<file path="config.mk">
export PLATFORM = sky130hd
export DESIGN_NAME = pgn_front
export DESIGN_NICKNAME = d
export VERILOG_FILES = /design/src/pgn_pkg.sv /design/src/pgn_front.sv
export SDC_FILE = /design/constraint.sdc
export NUM_CORES = 2
export LEC_CHECK = 0
export ABC_CLOCK_PERIOD_IN_PS = 10500
export BUFFER_PORTS_ARGS = -buffer_cell sky130_fd_sc_hd__buf_2
export CAP_MARGIN = 20
export CORE_MARGIN = 5
export CORE_UTILIZATION = 35
export DETAILED_ROUTE_END_ITERATION = 6
export PLACE_DENSITY = 0.6
export SLEW_MARGIN = 10
export SYNTH_ARGS = -nofsm -noshare
export SYNTH_HDL_FRONTEND = slang
export SYNTH_SLANG_ARGS = --single-unit
</file>
<file path="constraint.sdc">
create_clock -name clk -period 10.5 [get_ports clk]
set_clock_uncertainty 0.2 [all_clocks]
set_input_delay 2.625 -clock clk [delete_from_list [all_inputs] [get_ports clk]]
set_output_delay 2.625 -clock clk [all_outputs]
set_load 0.01 [all_outputs]
</file>
<file path="src/pgn_pkg.sv">
`timescale 1ns / 1ps

package pgn_pkg;

    // width of the uniform fractions as they arrive
    localparam int UNIFORM_BITS = 32;

    localparam int ALIGN_LSH = (UNIFORM_BITS < 32) ? 32 - UNIFORM_BITS : 0;
    localparam int ALIGN_RSH = (UNIFORM_BITS > 32) ? UNIFORM_BITS - 32 : 0;
    localparam logic [31:0] ALIGN_MASK = (UNIFORM_BITS >= 32) ? 32'hFFFF_FFFF
                                       : 32'((64'd1 << UNIFORM_BITS) - 64'd1);

    localparam logic [31:0] HALF    = 32'h8000_0000;
    localparam logic [23:0] LN2_Q24 = 24'hB17218;

    // depth of the queue between front and back
    localparam int QDEPTH = 4;
    localparam int QPTR_W = $clog2(QDEPTH);

    typedef struct packed {
        logic [31:0] uniform_a;
        logic [31:0] uniform_b;
    } pgn_in_t;

    typedef struct packed {
        logic signed [31:0] normal_sample;
        logic               last;
    } pgn_out_t;

    // signs and magnitudes of v1 and v2
    typedef struct packed {
        logic        n1;
        logic        n2;
        logic [30:0] mag1;
        logic [30:0] mag2;
    } pgn_side_t;

    // queue item: an accepted pair with its exact radius squared
    typedef struct packed {
        pgn_side_t   side;
        logic [61:0] rsq;
    } pgn_mid_t;

    // products handed from the back pipeline to the result stage
    typedef struct packed {
        logic        n1;
        logic        n2;
        logic [63:0] p1;
        logic [63:0] p2;
    } pgn_prod_t;

    function automatic logic [31:0] align_uniform(logic [31:0] raw);
        logic [31:0] u;
        u = (raw & ALIGN_MASK) << ALIGN_LSH;
        u = u >> ALIGN_RSH;
        return u;
    endfunction

endpackage

</file>
<file path="src/pgn_front.sv">
`timescale 1ns / 1ps

module pgn_front
    import pgn_pkg::*;
(
    input  logic     clk,
    input  logic     rst_n,
    input  logic     src_valid,
    output logic     src_stall,
    input  pgn_in_t  src_data,
    input  logic     q_full,
    output logic     q_push,
    output pgn_mid_t q_data
);

    logic        s1_valid_reg;
    logic        s1_n1_reg, s1_n2_reg;
    logic [31:0] s1_mag1_reg, s1_mag2_reg;

    logic        s2_valid_reg;
    logic        s2_n1_reg, s2_n2_reg;
    logic [31:0] s2_mag1_reg, s2_mag2_reg;
    logic [63:0] s2_sq1_reg, s2_sq2_reg;

    logic [31:0] u1, u2;
    logic        n1, n2;
    logic [63:0] rsq;
    logic        keep;
    logic        f_en;

    always_comb
    begin
        u1 = align_uniform(src_data.uniform_a);
        u2 = align_uniform(src_data.uniform_b);
        n1 = u1 < HALF;
        n2 = u2 < HALF;
    end

    // rejection: radius zero, or on or outside the unit circle
    assign rsq    = s2_sq1_reg + s2_sq2_reg;
    assign keep   = (rsq != 64'd0) && (rsq[63:62] == 2'b00);
    assign f_en   = !(s2_valid_reg && keep && q_full);
    assign q_push = s2_valid_reg && keep && !q_full;

    assign src_stall = !f_en;

    assign q_data.side.n1   = s2_n1_reg;
    assign q_data.side.n2   = s2_n2_reg;
    assign q_data.side.mag1 = s2_mag1_reg[30:0];
    assign q_data.side.mag2 = s2_mag2_reg[30:0];
    assign q_data.rsq       = rsq[61:0];

    always_ff @(posedge clk or negedge rst_n)
    begin
        if (!rst_n)
        begin
            s1_valid_reg <= 1'b0;
            s2_valid_reg <= 1'b0;
        end
        else if (f_en)
        begin
            s1_valid_reg <= src_valid;
            s2_valid_reg <= s1_valid_reg;
        end
    end

    always_ff @(posedge clk)
    begin
        if (f_en)
        begin
            s1_n1_reg   <= n1;
            s1_n2_reg   <= n2;
            s1_mag1_reg <= n1 ? HALF - u1 : u1 - HALF;
            s1_mag2_reg <= n2 ? HALF - u2 : u2 - HALF;
            s2_n1_reg   <= s1_n1_reg;
            s2_n2_reg   <= s1_n2_reg;
            s2_mag1_reg <= s1_mag1_reg;
            s2_mag2_reg <= s1_mag2_reg;
            s2_sq1_reg  <= 64'(s1_mag1_reg) * 64'(s1_mag1_reg);
            s2_sq2_reg  <= 64'(s1_mag2_reg) * 64'(s1_mag2_reg);
        end
    end

endmodule

</file>
==> impl_metrics.tcl <==
set metrics [dict create \
    status "completed" \
    htreeDepth 2 \
    drc 0 \
    syn_to_final_growth_pct 7.33 \
    grt_pass1_vias 56600 \
    slew_headroom_pct 21.3 \
    yosysSeqAreaShare_pct 10.7 \
    io_pins 196 \
    finalMaxSlewViolations 0 \
    hold_path.class "register to register" \
    cp.arrival_ns 9.95 \
    grt_pass1_wl_microns 327000 \
    synth_seq_cells 256 \
    critPathKind "register to register" \
    num_vias 50600 \
    final-seq-area_sq_mm 0.00768 \
    ys_warn_count 0 \
    synth_top_area_share_pct 44.1 \
    cts_buffers 38 \
    grtUsageTotal_pct 19.5 \
    layout_min_cycle_time_ns 9.78 \
    hold_viol 0 \
    postCtsSetupBuffers 0 \
    syn_inst 7436 \
    cp_common_cell "fa_1" \
    nets 9794 \
    final_common_cell "inv_1" \
    syn_area_per_cell_sq_um 9.66 \
    ys.flop_type "edfxtp_1" \
    drt_wl_total_microns 206000 \
    clockBufferDepth 3 \
    synth_edf_count 254 \
    fp.dieH_microns 463 \
    fmax_mhz 102 \
    fillers 20400 \
    path_max_fanout 27 \
    drv_cap 0 \
    synth_nets 9751 \
    root_buffer "clkbuf_16" \
    critPathLaunchType "register" \
    grt_overflow 0 \
    cts.hold.buffers_added 0 \
    rsz0062_at_grt "no" \
    core_area_sq_mm 0.204 \
    io_buffers 195 \
    slowest_delay_ns 0.61 \
    chipWidth_microns 463 \
    crit_path_end_kind "register" \
    insertion_delay_ns 0.64 \
    pre_cts_slack_ns 0.838 \
    tightestPinTransition_ns 1.17 \
    yosysTopAreaCell "fa_1" \
    holdWs_ns 0.217 \
    clk_pin_slew_ns 0.06 \
    grt_max_degree 66 \
    start_util_pct 35.2 \
    rows 166 \
    critPathRequiredTime_ns 10.67 \
    hold-path-cell-count 0 \
    ys_async_sr_fraction_pct 0.781 \
    r2r_cells 26 \
    antenna_left 0 \
    setup_violations 0 \
    clock-sinks 256 \
    cts_tree "built" \
    wl_per_cell_microns 20.1 \
    layout-drive-gt1-share_pct 5.41 \
    yosys-top-cells-area "fa_1 44%, ha_1 12%, edfxtp_1 11%" \
    place_hpwl_microns 172000 \
    syn_area_sq_mm 0.0718 \
    synth_cell_types 80 \
    finalSetupTns_ns 0 \
    routabilityCongestion 0.925 \
    drtPass1Iterations 7 \
    viasPerCell 4.96 \
    antenna_found_initial 13 \
    cts-resized-gates 0 \
    crit_slowest_cell "fa_1" \
    fin_crit_sh_pct 93.1 \
    setup_ws_ns 0.720 \
    multi_input_area_sq_mm 0.0557 \
    drtIter0Drc 3171 \
    die-area_sq_mm 0.214 \
    mostFrequentLayoutCells "1,970 x inv_1, 1,584 x fa_1, 663 x ha_1" \
]
## metrics by stage
stage | cell area (sq um) | instances | utilization (%)
after detailed placement | 75800 | 10100 | 37.1
after floorplan | 71800 | 7436 | -
after global routing | 77100 | 10200 | 37.7
after global placement | 75800 | 10100 | 37.1
final | 77100 | 10200 | 37.7
after CTS | 77100 | 10200 | 37.7
## per-layer routing
layer / vias to the layer above / part of all wire (%) / global-route usage [%]
li1: 22600 / - / -
met1: 26100 / 41 / 25.0
met2: 1473 / 47 / 32.4
met3: 391 / 5.3 / 2.52
met4: 2 / 6.1 / 9.76
met5: - / 0.0063 / 0
## synth_stat cells, drive strengths merged, types with 9 or more instances
master,count
nand2,614
nor2,198
and2,493
xor2,159
nor4,18
nand3,50
a31o,28
a211oi,25
edfxtp,254
nor3,49
o211ai,16
a211o,13
clkbuf,266
nand2b,18
o21a,31
or3,16
fa,1584
ha,663
nand4,47
buf,20
o21bai,35
a21o,118
or4,12
or2,13
o31ai,9
xnor2,155
inv,1970
o21ai,112
and3,25
nor2b,32
a21oi,250
a31oi,35
## worst paths after layout
check	slack [ns]	end	startpoint
worst max-delay path	0.72	s2_sq1_reg[57]	s1_mag1_reg[13]
worst min-delay path	0.22	s2_n2_reg	s1_n2_reg
worst max register to register	0.72	s2_sq1_reg[57]	s1_mag1_reg[13]
worst min register to register	0.22	s2_n2_reg	s1_n2_reg
max in group asynchronous	8.43	s2_valid_reg	rst_n
min in group asynchronous	1.58	s1_valid_reg	rst_n
## critical path: cells and delay by family, from the launching register on
kind,cells,cell delay (ns)
XOR/XNOR,1,0.16
AND/OR/NAND/NOR,3,0.69
buffers and inverters,6,0.72
AO/OA/AOI/OAI,7,2.59
flip-flops,1,0.59
adder cells (fa/ha/maj),9,4.56
## kinds of logic (layout without fill, tap and decap cells)
logic type,count (synthesis),count (layout),synth area share [%]
AO/OA/AOI/OAI,740,740,6.64
adder cells (fa/ha/maj),2247,2247,55.7
AND/OR/NAND/NOR,1609,1609,11.1
buffers and inverters,2256,2325,11.8
other,0,8,0
flip-flops,256,256,10.7
multiplexers,14,14,0.207
XOR/XNOR,314,314,3.83
## cell type report
cell class	count	area share, %
flip-flops and latches	256	9.96
repair buffers	289	2.18
well taps	2688	4.36
multi-input cells	4924	72.2
clock inverters	22	0.386
inverters	1970	9.59
diodes	8	0.0260
clock buffers	44	1.29
Power is not shown: default switching activity piles up to over one toggle a cycle in this logic, so the estimate is an artifact.
