File: config.mk
export PLATFORM = sky130hd
export DESIGN_NAME = pgn_out
export DESIGN_NICKNAME = d
export VERILOG_FILES = /design/src/pgn_pkg.sv /design/src/pgn_out.sv
export SDC_FILE = /design/constraint.sdc
export NUM_CORES = 1
export LEC_CHECK = 0
export ABC_AREA = 1
export ABC_CLOCK_PERIOD_IN_PS = 2800
export BUFFER_PORTS_ARGS = -buffer_cell sky130_fd_sc_hd__buf_2
export CORE_MARGIN = 1.5
export CORE_UTILIZATION = 51
export CTS_CLUSTER_DIAMETER = 80
export DETAILED_ROUTE_END_ITERATION = 8
export HOLD_SLACK_MARGIN = 0.12
export PLACE_DENSITY = 0.8
export SYNTH_ARGS = -nofsm -noshare
export SYNTH_HDL_FRONTEND = slang
export SYNTH_SLANG_ARGS = --single-unit
File: constraint.sdc
create_clock -name clk -period 2.8 [get_ports clk]
set_clock_uncertainty 0.2 [all_clocks]
set_input_delay 0.14 -clock clk [delete_from_list [all_inputs] [get_ports clk]]
set_output_delay 0.14 -clock clk [all_outputs]
set_load 0.05 [all_outputs]
File: src/pgn_pkg.sv
`timescale 1ns / 1ps

package pgn_pkg;

    // width of the uniform fractions as they arrive
    localparam int UNIFORM_BITS = 32;

    localparam int ALIGN_LSH = (UNIFORM_BITS < 32) ? 32 - UNIFORM_BITS : 0;
    localparam int ALIGN_RSH = (UNIFORM_BITS > 32) ? UNIFORM_BITS - 32 : 0;
    localparam logic [31:0] ALIGN_MASK = (UNIFORM_BITS >= 32) ? 32'hFFFF_FFFF
                                       : 32'((64'd1 << UNIFORM_BITS) - 64'd1);

    localparam logic [31:0] HALF    = 32'h8000_0000;
    localparam logic [23:0] LN2_Q24 = 24'hB17218;

    // depth of the queue between front and back
    localparam int QDEPTH = 4;
    localparam int QPTR_W = $clog2(QDEPTH);

    typedef struct packed {
        logic [31:0] uniform_a;
        logic [31:0] uniform_b;
    } pgn_in_t;

    typedef struct packed {
        logic signed [31:0] normal_sample;
        logic               last;
    } pgn_out_t;

    // signs and magnitudes of v1 and v2
    typedef struct packed {
        logic        n1;
        logic        n2;
        logic [30:0] mag1;
        logic [30:0] mag2;
    } pgn_side_t;

    // queue item: an accepted pair with its exact radius squared
    typedef struct packed {
        pgn_side_t   side;
        logic [61:0] rsq;
    } pgn_mid_t;

    // products handed from the back pipeline to the result stage
    typedef struct packed {
        logic        n1;
        logic        n2;
        logic [63:0] p1;
        logic [63:0] p2;
    } pgn_prod_t;

    function automatic logic [31:0] align_uniform(logic [31:0] raw);
        logic [31:0] u;
        u = (raw & ALIGN_MASK) << ALIGN_LSH;
        u = u >> ALIGN_RSH;
        return u;
    endfunction

endpackage

File: src/pgn_out.sv
`timescale 1ns / 1ps

module pgn_out
    import pgn_pkg::*;
(
    input  logic      clk,
    input  logic      rst_n,
    input  logic      p_valid,
    input  pgn_prod_t p_data,
    output logic      p_ready,
    output logic      dst_valid,
    input  logic      dst_stall,
    output pgn_out_t  dst_data
);

    logic        hold_valid_reg;
    logic        phase_reg;
    logic [31:0] first_reg, second_reg;
    logic        load;
    logic        take;

    // round half away from zero, then sign and clamp to Q5.27
    function automatic logic [31:0] to_sample(logic [63:0] p, logic neg);
        logic [64:0] sum;
        logic [32:0] m;
        logic [32:0] mc;
        sum = {1'b0, p} + 65'(HALF);
        m   = sum[64:32];
        if (neg)
        begin
            mc = (m > 33'h0_8000_0000) ? 33'h0_8000_0000 : m;
            return ~mc[31:0] + 32'd1;
        end
        return (m > 33'h0_7FFF_FFFF) ? 32'h7FFF_FFFF : m[31:0];
    endfunction

    assign take      = hold_valid_reg && !dst_stall;
    assign p_ready   = !hold_valid_reg || (phase_reg && !dst_stall);
    assign load      = p_valid && p_ready;
    assign dst_valid = hold_valid_reg;

    assign dst_data.normal_sample = phase_reg ? second_reg : first_reg;
    assign dst_data.last          = phase_reg;

    always_ff @(posedge clk or negedge rst_n)
    begin
        if (!rst_n)
        begin
            hold_valid_reg <= 1'b0;
            phase_reg      <= 1'b0;
        end
        else if (load)
        begin
            hold_valid_reg <= 1'b1;
            phase_reg      <= 1'b0;
        end
        else if (take)
        begin
            if (phase_reg)
                hold_valid_reg <= 1'b0;
            phase_reg <= !phase_reg;
        end
    end

    always_ff @(posedge clk)
    begin
        if (load)
        begin
            first_reg  <= to_sample(p_data.p2, p_data.n2);
            second_reg <= to_sample(p_data.p1, p_data.n1);
        end
    end

endmodule

==> summary.md <==
| Metric | Value |
|---|---|
| Final Cell Area | `10370 µm²` |
| Worst path max stage delay | `0.19 ns` |
| Synth warn | `0` |
| Layout Nets | `1697` |
| Fill cell count | `1370` |
| Via-to-Cell Ratio | `about 5.5` |
| Most used cell, CP | `nand2_1` |
| Clock Latency Late Sink | `0.34 ns` |
| # DRC | `0` |
| I/O pins | `169` |
| Largest cells by area after synthesis | `nand2_1 25%, edfxtp_1 25%, nor2_1 7.0%` |
| Core Box Area | `15090 µm²` |
| CTS tree | `built` |
| Area of the multi-input gates | `5393 µm²` |
| GP Congestion | `0.9597` |
| Async set-or-reset flop fraction in the synthesized netlist | `0.03030` |
| Layout Cells excl Fill | `between 1.5k and 2k` |
| R2R setup slack | `between 1 and 1.5 ns` |
| Pin count of the biggest net entering global routing | `65` |
| Cells after Synth | `1291` |
| Endpoint, Worst Hold | `second_reg[0]$_DFFE_PP_` |
| DRT antenna net count | `0` |
| Synth Net Count | `approximately 1.4k` |
| Avg Inst Size Synth | `a little over 6 µm²` |
| Critical path's top delay family | `simple AND/OR/NAND/NOR gates` |
| Post-synth top flop | `edfxtp_1` |
| Final period util | `0.9696` |
| Average wire per standard cell | `around 15 µm` |
| Die W | `approximately 130 µm` |
| FF+latch area | `1972 µm²` |
| Fmax | `roughly 370 MHz` |
| Final Critical Period | `2.715 ns` |
| DR pass1 iterations | `6` |
| Setup crit end kind | `flip-flop` |
| Reg2reg path depth | `5` |
| Fin. max-slew vios | `0` |
| Final core occ | `0.6873` |
| HPWL after DPL | `slightly below 20000 µm` |
| Buf/Inv on CP | `2` |
| Area delta synth->final | `32.77%` |
| Clock tree buffer depth | `2` |
| Slowest cell on crit path | `ha_4` |
| EDFF count, synth | `64` |
| Port bufs | `~110` |
| Initial Util | `0.5177` |
| Gr usage total | `0.3136` |
| Worst VDD drop | `0.5802 mV` |
| Die Ht | `126.8 µm` |
| Seq cells post-synth | `66` |
| PnR Total Power | `0.005193 W` |
| Crit Path Class | `in2reg` |
| Crit path launch type | `input pin` |
| Routed WL | `25610 µm` |
| Vias in the first global route | `8749` |
| Syn Std Cell Area | `between 7000 and 8000 µm²` |
| Post-synth cell types | `50` |
| Global-route wire length before repair | `40980 µm` |
| Sequential area share after synthesis | `0.2524` |
| Worst r2r dst | `second_reg[6]$_DFFE_PP_` |
| Initial antenna violation count | `0` |
| Clock slew at reported path FFs | `0.06 ns` |
| Placed instance area | `slightly below 10000 µm²` |
| H-tree depth | `3` |
| CTS root buf | `clkbuf_16` |
| Hold Startpoint | `p_data[96]` |
| Total number of vias | `about 9.6k` |
| RSZ-0062 raised after global routing | `yes` |
| Diode count | `0` |
| Clock sink count | `66` |
| HP Class | `in2reg` |
| Yosys top cell area share | `0.2508` |
| Leading area contributor after synthesis | `nand2_1` |
| Crit Path Max Fanout | `7` |
| Worst Hold Depth | `4` |
| Slew at the pin with the worst max-slew slack | `0.6016 ns` |
| Worst EP required | `2.67 ns` |
| GRT overflow | `0` |
| Number of core rows | `45` |
| Reg2reg start | `phase_reg$_DFFE_PN0P_` |
| Power per Cell Area | `500.7 nW/µm²` |
| Final Hold Fails | `0` |
| Total CTS buffers | `9` |
| Die footprint | `16070 µm²` |
| Status | `finished clean` |
| Slew margin rel. | `0.5937` |
| Max-cap violations | `0` |
| Share of cells above drive strength 1 | `0.2724` |
| Placed cell count | `1716` |
| Setup Viol. Count Final | `0` |
| CP arrival | `between 2 and 3 ns` |
| 1st-iter DRT viols | `986` |
| Leak | `4.980 nW` |
| CP cell instances | `buf_2 > ha_4 > nand3_4 > inv_4 > nand2_4 > nor2_4 > nand2_1 > nand2_1 > nand2_1 > nor2_2 > nand2_1 > nor2_1 > nand3_2 > nand2_4 > nand2_2 > ha_4 > nand3_4 > nor2_2 > nand2_1 > nand2_1 > nand3_1 > nand2_1` |
placed cells by master, fill, tap and decap left out, drive strengths merged:
cell	count
o31ai	16
nand4	9
xnor2	10
o21ai	90
o21bai	7
a31oi	4
nand3b	29
clkinv	3
o211ai	4
a21boi	1
buf	281
a22oi	5
nor2	177
o22ai	2
a32oi	1
o41ai	24
o221ai	1
or3	1
nand2	547
dfrtp	2
clkinvlp	2
edfxtp	64
dlygate4sd3	6
and2	6
ha	4
nor3b	1
clkbuf	12
xor2	12
inv	140
nand3	86
nor3	7
a21oi	10
stage by stage:
step / setup WS, ns / hold WS (ns) / TNS (ns)
6_report: 0.08500 / 0.1415 / 0
4_1_cts: 0.1066 / 0.1399 / 0
3_3_place_gp: -0.1675 / -0.2723 / -3.873
2_1_floorplan: 0.01032 / -0.3556 / 0
3_5_place_dp: -0.2463 / -0.2685 / -7.009
5_1_grt: -0.07952 / 0.1574 / -0.4463
synthesized netlist by cell type (all sizes together), types with 2 or more instances:
library cell	instances
o41ai	24
clkbuf	21
nand4	9
o211ai	4
a31oi	4
nand3	86
a21oi	10
xnor2	10
inv	139
ha	4
edfxtp	64
o21bai	7
buf	12
o21ai	90
and2	6
nand3b	29
nor2	177
a22oi	5
nor3	7
dfrtp	2
o22ai	2
xor2	12
nand2	545
o31ai	16
worst max-delay path by stage:
stage,startpoint,endpoint,slack (ns),depth (start not counted)
after floorplan,p_data[31],first_reg[12]$_DFFE_PP_,0.01,22
after global placement,p_data[31],first_reg[25]$_DFFE_PP_,-0.17,22
after detailed placement,p_data[31],first_reg[25]$_DFFE_PP_,-0.25,22
after CTS,p_data[31],first_reg[25]$_DFFE_PP_,0.11,22
after global routing,p_data[34],first_reg[26]$_DFFE_PP_,-0.08,22
final,p_data[31],first_reg[26]$_DFFE_PP_,0.09,22
tightest hold or removal path, cell delays in order:
cell and delay, ns:
buf_2 0.12, ha_4 0.14, nand2_2 0.07, nand2_1 0.09
cells by family after synthesis:
| family | count (synthesis) | share of synthesized area |
|---|---|---|
| fa+ha+maj | 4 | 0.006407 |
| simple gates | 861 | 0.4820 |
| xor+xnor | 22 | 0.02803 |
| compound gates | 165 | 0.1382 |
| flops | 66 | 0.2524 |
| buf+inv | 173 | 0.09290 |
what timing repair did:
action / in CTS / in global routing
endpoints found under the hold margin: 5 / 0
setup buffers: 0 / 11
setup endpoints to repair: 0 / 48
resized for setup: 0 / 48
hold buffers: 6 / 0
where the power goes:
group	switching, W	internal [W]
clock	0.000450	0.000606
combinational	0.00202	0.000722
sequential	0.0000571	0.00134
total	0.00253	0.00266
layer usage:
| layer | vias up | global-route usage | share of wire |
|---|---|---|---|
| met5 | - | 0 | 0 |
| met4 | 0 | 0.1036 | 0.027 |
| met3 | 56 | 0.04597 | 0.069 |
| met2 | 409 | 0.5278 | 0.47 |
| met1 | 4382 | 0.4151 | 0.44 |
| li1 | 4747 | - | - |
cell type report:
class,instances,area share
flip-flops and latches,66,0.1901
multi-input cells,1054,0.5200
well taps,188,0.02268
repair buffers,288,0.1895
inverters,140,0.05151
clock buffers,11,0.02244
clock inverters,5,0.003740
Note: power is estimated with default switching activity, not from simulation.
