==> config.mk <==
export PLATFORM = sky130hd
export DESIGN_NAME = pgn_queue
export DESIGN_NICKNAME = d
export VERILOG_FILES = /design/src/pgn_pkg.sv /design/src/pgn_queue.sv
export SDC_FILE = /design/constraint.sdc
export NUM_CORES = 1
export LEC_CHECK = 0
export BUFFER_PORTS_ARGS = -buffer_cell sky130_fd_sc_hd__buf_2
export CORE_MARGIN = 3
export CORE_UTILIZATION = 57
export DETAILED_ROUTE_END_ITERATION = 16
export PLACE_DENSITY = 0.89
export RECOVER_POWER = 25
export SKIP_CTS_REPAIR_TIMING = 1
export SLEW_MARGIN = 20
export SYNTH_ARGS = -nofsm -noshare
export SYNTH_HDL_FRONTEND = slang
export SYNTH_SLANG_ARGS = --single-unit
==> constraint.sdc <==
create_clock -name clk -period 4.6 [get_ports clk]
set_clock_uncertainty 0.05 [all_clocks]
set_input_delay 0.46 -clock clk [delete_from_list [all_inputs] [get_ports clk]]
set_output_delay 0.46 -clock clk [all_outputs]
set_load 0.02 [all_outputs]
==> src/pgn_pkg.sv <==
`timescale 1ns / 1ps

package pgn_pkg;

    // width of the uniform fractions as they arrive
    localparam int UNIFORM_BITS = 32;

    localparam int ALIGN_LSH = (UNIFORM_BITS < 32) ? 32 - UNIFORM_BITS : 0;
    localparam int ALIGN_RSH = (UNIFORM_BITS > 32) ? UNIFORM_BITS - 32 : 0;
    localparam logic [31:0] ALIGN_MASK = (UNIFORM_BITS >= 32) ? 32'hFFFF_FFFF
                                       : 32'((64'd1 << UNIFORM_BITS) - 64'd1);

    localparam logic [31:0] HALF    = 32'h8000_0000;
    localparam logic [23:0] LN2_Q24 = 24'hB17218;

    // depth of the queue between front and back
    localparam int QDEPTH = 4;
    localparam int QPTR_W = $clog2(QDEPTH);

    typedef struct packed {
        logic [31:0] uniform_a;
        logic [31:0] uniform_b;
    } pgn_in_t;

    typedef struct packed {
        logic signed [31:0] normal_sample;
        logic               last;
    } pgn_out_t;

    // signs and magnitudes of v1 and v2
    typedef struct packed {
        logic        n1;
        logic        n2;
        logic [30:0] mag1;
        logic [30:0] mag2;
    } pgn_side_t;

    // queue item: an accepted pair with its exact radius squared
    typedef struct packed {
        pgn_side_t   side;
        logic [61:0] rsq;
    } pgn_mid_t;

    // products handed from the back pipeline to the result stage
    typedef struct packed {
        logic        n1;
        logic        n2;
        logic [63:0] p1;
        logic [63:0] p2;
    } pgn_prod_t;

    function automatic logic [31:0] align_uniform(logic [31:0] raw);
        logic [31:0] u;
        u = (raw & ALIGN_MASK) << ALIGN_LSH;
        u = u >> ALIGN_RSH;
        return u;
    endfunction

endpackage

==> src/pgn_queue.sv <==
`timescale 1ns / 1ps

module pgn_queue
    import pgn_pkg::*;
(
    input  logic     clk,
    input  logic     rst_n,
    input  logic     push,
    input  pgn_mid_t push_data,
    output logic     full,
    input  logic     pop,
    output logic     nonempty,
    output pgn_mid_t head
);

    pgn_mid_t              mem_reg [QDEPTH];
    logic [QPTR_W-1:0]     wr_ptr_reg, rd_ptr_reg;
    logic [QPTR_W:0]       count_reg;

    assign full     = count_reg == (QPTR_W+1)'(QDEPTH);
    assign nonempty = count_reg != '0;
    assign head     = mem_reg[rd_ptr_reg];

    always_ff @(posedge clk or negedge rst_n)
    begin
        if (!rst_n)
        begin
            wr_ptr_reg <= '0;
            rd_ptr_reg <= '0;
            count_reg  <= '0;
        end
        else
        begin
            if (push)
                wr_ptr_reg <= (wr_ptr_reg == QPTR_W'(QDEPTH - 1)) ? '0 : wr_ptr_reg + 1'b1;
            if (pop)
                rd_ptr_reg <= (rd_ptr_reg == QPTR_W'(QDEPTH - 1)) ? '0 : rd_ptr_reg + 1'b1;
            if (push && !pop)
                count_reg <= count_reg + 1'b1;
            else if (pop && !push)
                count_reg <= count_reg - 1'b1;
        end
    end

    always_ff @(posedge clk)
    begin
        if (push)
            mem_reg[wr_ptr_reg] <= push_data;
    end

endmodule

==> results.md, run 1 <==
- Critical path type: register to primary output
- Peak supply drop: 0.459 mV
- Post-synthesis area per instance: 26.9 sq um
- Vias in the first global route: 9,118
- Count of maximum capacitance violations: 0
- Maximum number of pins on one net before global-route repair: 65
- Placed wire-length estimate after detailed placement: 21.0 mm
- Drt initial violations: 625
- M1 WL: 13.4 mm
- Post-synthesis register bit count: roughly 500
- Setup violations, final: 0
- Die H: 187 um
- Cell Area, Synth: 0.0187 sq mm
- Max Freq: about 310 MHz
- Setup_tns: 0 ns
- Period utilisation layout: 0.700
- Share of the synthesized area in the top cell type: 0.809
- Placer congestion estimate: 0.711
- Required time of the worst setup path: 4.09 ns
- Post-synthesis cell type with the largest combined area: edfxtp_1
- Cells after synthesis: approximately 700
- Number of clock sinks: 511
- Number of CTS-inserted buffers: between 40 and 50
- Worst Path Max Fanout: 52
- Number of remaining DRC errors: 0
- Core area: 0.0320 sq mm
- Worst skew pair latency: 0.56 ns
- Leakage Power: around 0.0073 uW
- Type of the worst min-delay path: input pin to register
- Max-slew violations: 0
- Transition time at the pin with the least slew margin: approximately 1.0 ns
- Count of cells along the worst register-to-register path: 4
- Number of flip-flops under the largest register name: 504
- Arrival time at the worst endpoint: about 2.7 ns
- Setup repair after global routing missed its margin: false
- Total chip power: 14,600 uW
- Fraction of layout cells with a size suffix above 1: 0.386
- Detailed route wirelength on metal2: 18.3 mm
- Iteration count of the initial detailed-routing pass: 5
- Antenna violation net count after detailed routing: 0
- Largest cells by area after synthesis: edfxtp_1 81%, mux4_2 15%, buf_12 1.1%, dfrtp_1 0.94%, ha_1 0.40%
- Shortest clock period the worst path allows after layout: approximately 3.2 ns
- Number of library cell types mapped by synthesis: 19
- Portion of the post-synthesis area used by sequential elements: 0.819
- Number of hold-slack violations in the final timing report: 0
- Row count: 65
- Detailed Route WL: 36.3 mm
- Initial antenna violation count: 7
- Chip Width: ~190 um
- Routed WL per cell: 24.8 um
- Highest metal layer used by the detailed router: met5
- TritonCTS clock tree: done
- CTS Root Buffer Type: clkbuf_16
- Clock transition at path regs: about 0.06 ns
- WL met3: 3.40 mm
- Net count reported at finish: 1,124
- Final-layout fill cell count: around 1,900
- Worst hold-check slack: 0.0749 ns
- Total track usage: 0.212
- Run status: finished clean
- Crit start category: register
- Max Root-Sink Buffers: 3
- Cell depth of the worst min-delay path: 1
- Initial Utilization: 0.585
- Number of I/O port buffers: 257
- Endpoint kind of the worst setup timing path: primary output
- Slew HR: 0.334
- Number of placed I/O pins: 258
- Syn. warnings: 0
- Number of vias per cell after detailed routing: ~5.8
- Wire length of the first global-routing pass: 56.3 mm
- Die Footprint: 0.0350 sq mm
- H-tree lvl count: 2
- Routed via count: 8,504
- Net count of the mapped netlist: around 830
- Setup slack of the most critical reg-to-reg path: between 2 and 2.5 ns
- Pwr Density: 665 mW/mm^2
- Area grow syn2layout: 17.4%
- Share of the core filled with cells in the final layout: 0.687
- GRT overflow: 0
routing by layer:
layer | vias up | global-route usage
li1 | 3602 | -
met1 | 4381 | 0.282
met2 | 421 | 0.344
met3 | 90 | 0.0641
met4 | 10 | 0.0692
met5 | - | 0
metrics by stage:
step           std cells  area, sq um  setup slack [ns]
2_1_floorplan        695        18700             0.534
3_3_place_gp        1370        20400              1.89
3_5_place_dp        1370        20400              1.89
4_1_cts             1462        22000              1.28
5_1_grt             1465        22000              1.18
6_report            1466        22000              1.38
placed cells by master (no fill, tap or decap):
cell type,instances
ha_1,6
clkinv_1,10
clkinvlp_4,1
inv_1,4
edfxtp_1,504
diode_2,3
xor2_1,2
inv_6,3
inv_8,1
clkinv_4,1
nand2_1,2
fa_1,1
buf_2,173
mux4_2,126
buf_12,7
buf_4,4
bufinv_16,6
mux2_2,3
clkbuf_16,51
and2_4,4
dfrtp_4,2
clkinv_2,15
dfrtp_1,5
or3_1,1
xnor2_1,1
dlygate4sd3_1,1
nor3b_1,1
clkbuf_1,88
nor2_1,3
o21ai_0,2
power breakdown:
part / leakage, uW / internal [uW] / switching, uW
registers: 0.00471 / 5970 / 402
logic: 0.00178 / 1760 / 2460
clock network: 0.000816 / 2370 / 1640
total: 0.00731 / 10100 / 4500
path summary, 6_finish.rpt:
kind                                     from              end
worst min register to register   count_reg[2]     count_reg[2]
worst min-delay path            push_data[17]   mem_reg[0][17]
worst max-delay path            rd_ptr_reg[0]         head[83]
min in group asynchronous               rst_n     count_reg[0]
worst max register to register  wr_ptr_reg[0]  mem_reg[2][110]
max in group asynchronous               rst_n    rd_ptr_reg[1]
area by class of cell:
cell class | instances | area, sq um | share of cell area
tap | 435 | 544 | 0.0248
multi-input combinational | 152 | 3070 | 0.140
sequential | 511 | 15300 | 0.698
clock inverter | 37 | 347 | 0.0158
inverter | 4 | 15.0 | 0.000684
antenna | 3 | 7.51 | 0.000342
timing repair buffer | 269 | 1360 | 0.0620
clock buffer | 55 | 1290 | 0.0588
critical path, cell delays in order (launching register included):
cell     delay (ns)
dfrtp_4        0.87
buf_12         0.41
mux4_2         0.60
buf_2          0.18
logic make-up after synthesis:
| logic type | share of synthesized area |
|---|---|
| flip-flops | 0.819 |
| multiplexers | 0.154 |
| buffers and inverters | 0.0178 |
| AND/OR/NAND/NOR | 0.00308 |
| adder cells (fa/ha/maj) | 0.00508 |
| XOR/XNOR | 0.00141 |
| AO/OA/AOI/OAI | 0.000535 |
cell usage after synthesis:
master	instances
or3_1	1
nor2_1	3
and2_1	4
mux4_2	126
fa_1	1
buf_4	1
nor3b_1	1
edfxtp_1	504
xor2_1	2
xnor2_1	1
nand2_1	2
mux2_2	3
buf_6	4
buf_12	10
dfrtp_1	7
buf_2	13
ha_1	6
o21ai_0	2
inv_1	4
(Power assumes the default switching activity.)
==> run 2, diff against run 1 <==
==> constraint.sdc (replaced) <==
create_clock -name clk -period 3 [get_ports clk]
set_clock_uncertainty 0.05 [all_clocks]
set_input_delay 0.3 -clock clk [delete_from_list [all_inputs] [get_ports clk]]
set_output_delay 0.3 -clock clk [all_outputs]
set_load 0.02 [all_outputs]
==> results.md, run 2 (synthesis results as in run 1) <==
- H-tree lvl count: 2 (unchanged)
- Max Freq: 375 MHz
- Iteration count of the initial detailed-routing pass: 5 (unchanged)
- Final-layout fill cell count: 1,768 (was 1,914)
- Number of CTS-inserted buffers: 49 (unchanged)
- Drt initial violations: 720 (was 625)
- Die Footprint: 0.0350 sq mm (unchanged)
- Type of the worst min-delay path: input pin to register (unchanged)
- Required time of the worst setup path: 2.65 ns (was 4.09 ns)
- Arrival time at the worst endpoint: 2.32 ns (was 2.71 ns)
- Max Root-Sink Buffers: 3 (unchanged)
- Routed WL per cell: 24.8 um (about the same)
- Run status: finished clean (unchanged)
- Setup violations, final: 0 (unchanged)
- Pwr Density: 964 mW/mm^2 (was 665 mW/mm^2)
- Total chip power: 22,400 uW (was 14,600 uW)
- Worst Path Max Fanout: 28 (was 52)
- Setup_tns: 0 ns (unchanged)
- Share of the core filled with cells in the final layout: 0.728 (was 0.687)
- Endpoint with the worst hold slack: wr_ptr_reg[1] (was mem_reg[0][17])
- Standard cell area after detailed placement: 0.0206 sq mm (was 0.0204 sq mm)
- Highest-count cells in the layout ignoring fill and taps: 504 x edfxtp_1, 183 x buf_2, 127 x dlygate4sd3_1 (was 504 x edfxtp_1, 173 x buf_2, 126 x mux4_2)
- Initial Utilization: 0.585 (unchanged)
- Initial antenna violation count: 2 (was 7)
- Row count: 65 (unchanged)
- Number of clock sinks: 511 (unchanged)
- Detailed Route WL: 39.6 mm (was 36.3 mm)
- Core area: 0.0320 sq mm (unchanged)
- Number of remaining DRC errors: 0 (unchanged)
- Routed via count: 9,140 (was 8,504)
- Peak supply drop: 0.733 mV (was 0.459 mV)
- Shortest clock period the worst path allows after layout: around 2.7 ns
- Critical path type: register to primary output (unchanged)
- Hold path startpoint: push (was push_data[17])
- Slew HR: 0.576 (was 0.334)
- GRT overflow: 0 (unchanged)
- Period utilisation layout: 0.890
- Die H: 187 um (unchanged)
- Number of placed instances, taps included: 1,382 (was 1,370)
- Placed wire-length estimate after detailed placement: 22.2 mm (was 21.0 mm)
- Non-Filler Cell Area, Final: 0.0233 sq mm (was 0.0220 sq mm)
- Transition time at the pin with the least slew margin: 0.635 ns (was 1.00 ns)
- Number of standard cells in the layout, taps in and fillers out: 1,599 (was 1,466)
- Clock transition at path regs: 0.06 ns (about the same)
- Wire length of the first global-routing pass: 56.2 mm (was 56.3 mm)
- Crit start category: register (unchanged)
- Total track usage: 0.211 (was 0.212)
- Chip Width: 187 um (unchanged)
- Area of combinational cells with multiple inputs: 0.00307 sq mm (unchanged)
- Leakage Power: 0.00787 uW (was 0.00731 uW)
- Area grow syn2layout: 24.4% (was 17.4%)
- Reg-to-reg critical path endpoint: mem_reg[2][5] (was mem_reg[2][110])
- Number of placed I/O pins: 258 (unchanged)
- FF/Latch Area: 0.0153 sq mm (unchanged)
- CTS Root Buffer Type: clkbuf_16 (unchanged)
- Worst skew pair latency: 0.54 ns (was 0.56 ns)
- Placer congestion estimate: 0.690 (was 0.711)
- Count of maximum capacitance violations: 0 (unchanged)
- Vias in the first global route: 9,092 (was 9,118)
- Startpoint of the lowest-slack register-to-register path: wr_ptr_reg[0] (unchanged)
- Cell depth of the worst min-delay path: 2 (was 1)
- Net count reported at finish: 1,262 (was 1,124)
- Number of vias per cell after detailed routing: 5.72 (was 5.80)
- Number of hold-slack violations in the final timing report: 0 (unchanged)
- Number of I/O port buffers: 257 (unchanged)
- Endpoint kind of the worst setup timing path: primary output (unchanged)
- Most frequent standard cell in the layout excluding fill and tap cells: edfxtp_1 (unchanged)
- Antenna violation net count after detailed routing: 0 (unchanged)
- Fraction of layout cells with a size suffix above 1: 0.353 (was 0.386)
- Max-slew violations: 0 (unchanged)
- Count of cells along the worst register-to-register path: 4 (unchanged)
- Number of flip-flops under the largest register name: 504 (unchanged)
- Setup slack of the most critical reg-to-reg path: 0.95 ns (was 2.24 ns)
- TritonCTS clock tree: done (unchanged)
- Maximum number of pins on one net before global-route repair: 55 (was 65)
- Setup repair after global routing missed its margin: false (unchanged)
## run 2: cell type report
class                           count  share of cell area
Clock buffer                       61              0.0565
Multi-Input combinational cell    152               0.132
Sequential cell                   511               0.658
Inverter                            4            0.000645
Timing Repair Buffer              407               0.120
Antenna cell                        3            0.000323
Clock inverter                     26             0.00925
Tap cell                          435              0.0234
## run 2: worst max-delay path, cell delays in order, from the launching register on
cell and delay, ns:
dfrtp_4 0.71, buf_4 0.46, mux4_2 0.41, buf_2 0.19
## run 2: power breakdown
| group | switching [uW] | internal [uW] | total [uW] | leakage, uW |
|---|---|---|---|---|
| Sequential | 413 | 9150 | 9560 | 0.00471 |
| Combinational | 4140 | 2910 | 7040 | 0.00242 |
| Clock | 2470 | 3360 | 5830 | 0.000748 |
| Total | 7020 | 15400 | 22400 | 0.00787 |
## run 2: metrics by stage
stage | hold WS [ns] | worst slack [ns]
5_1_grt | 0.0403 | 0.239
3_3_place_gp | 0.108 | 0.905
2_1_floorplan | -0.0456 | 0.335
6_report | 0.0482 | 0.330
3_5_place_dp | 0.112 | 0.858
4_1_cts | -0.476 | 0.276
## run 2: how the worst max path moves through the flow
stage	start	slack, ns	cells after the start	endpoint
2_1_floorplan	wr_ptr_reg[0]	0.34	3	mem_reg[2][0]
3_3_place_gp	rd_ptr_reg[1]	0.90	3	head[104]
3_5_place_dp	rd_ptr_reg[1]	0.86	3	head[4]
4_1_cts	rd_ptr_reg[1]	0.28	3	head[121]
5_1_grt	rd_ptr_reg[1]	0.24	3	head[100]
6_report	rd_ptr_reg[1]	0.33	3	head[121]
## run 2: per-layer routing
metal / track usage / part of all wire
met2: 0.352 / 0.53
met1: 0.283 / 0.37
met4: 0.0521 / 0.018
met3: 0.0594 / 0.079
met5: 0 / 0
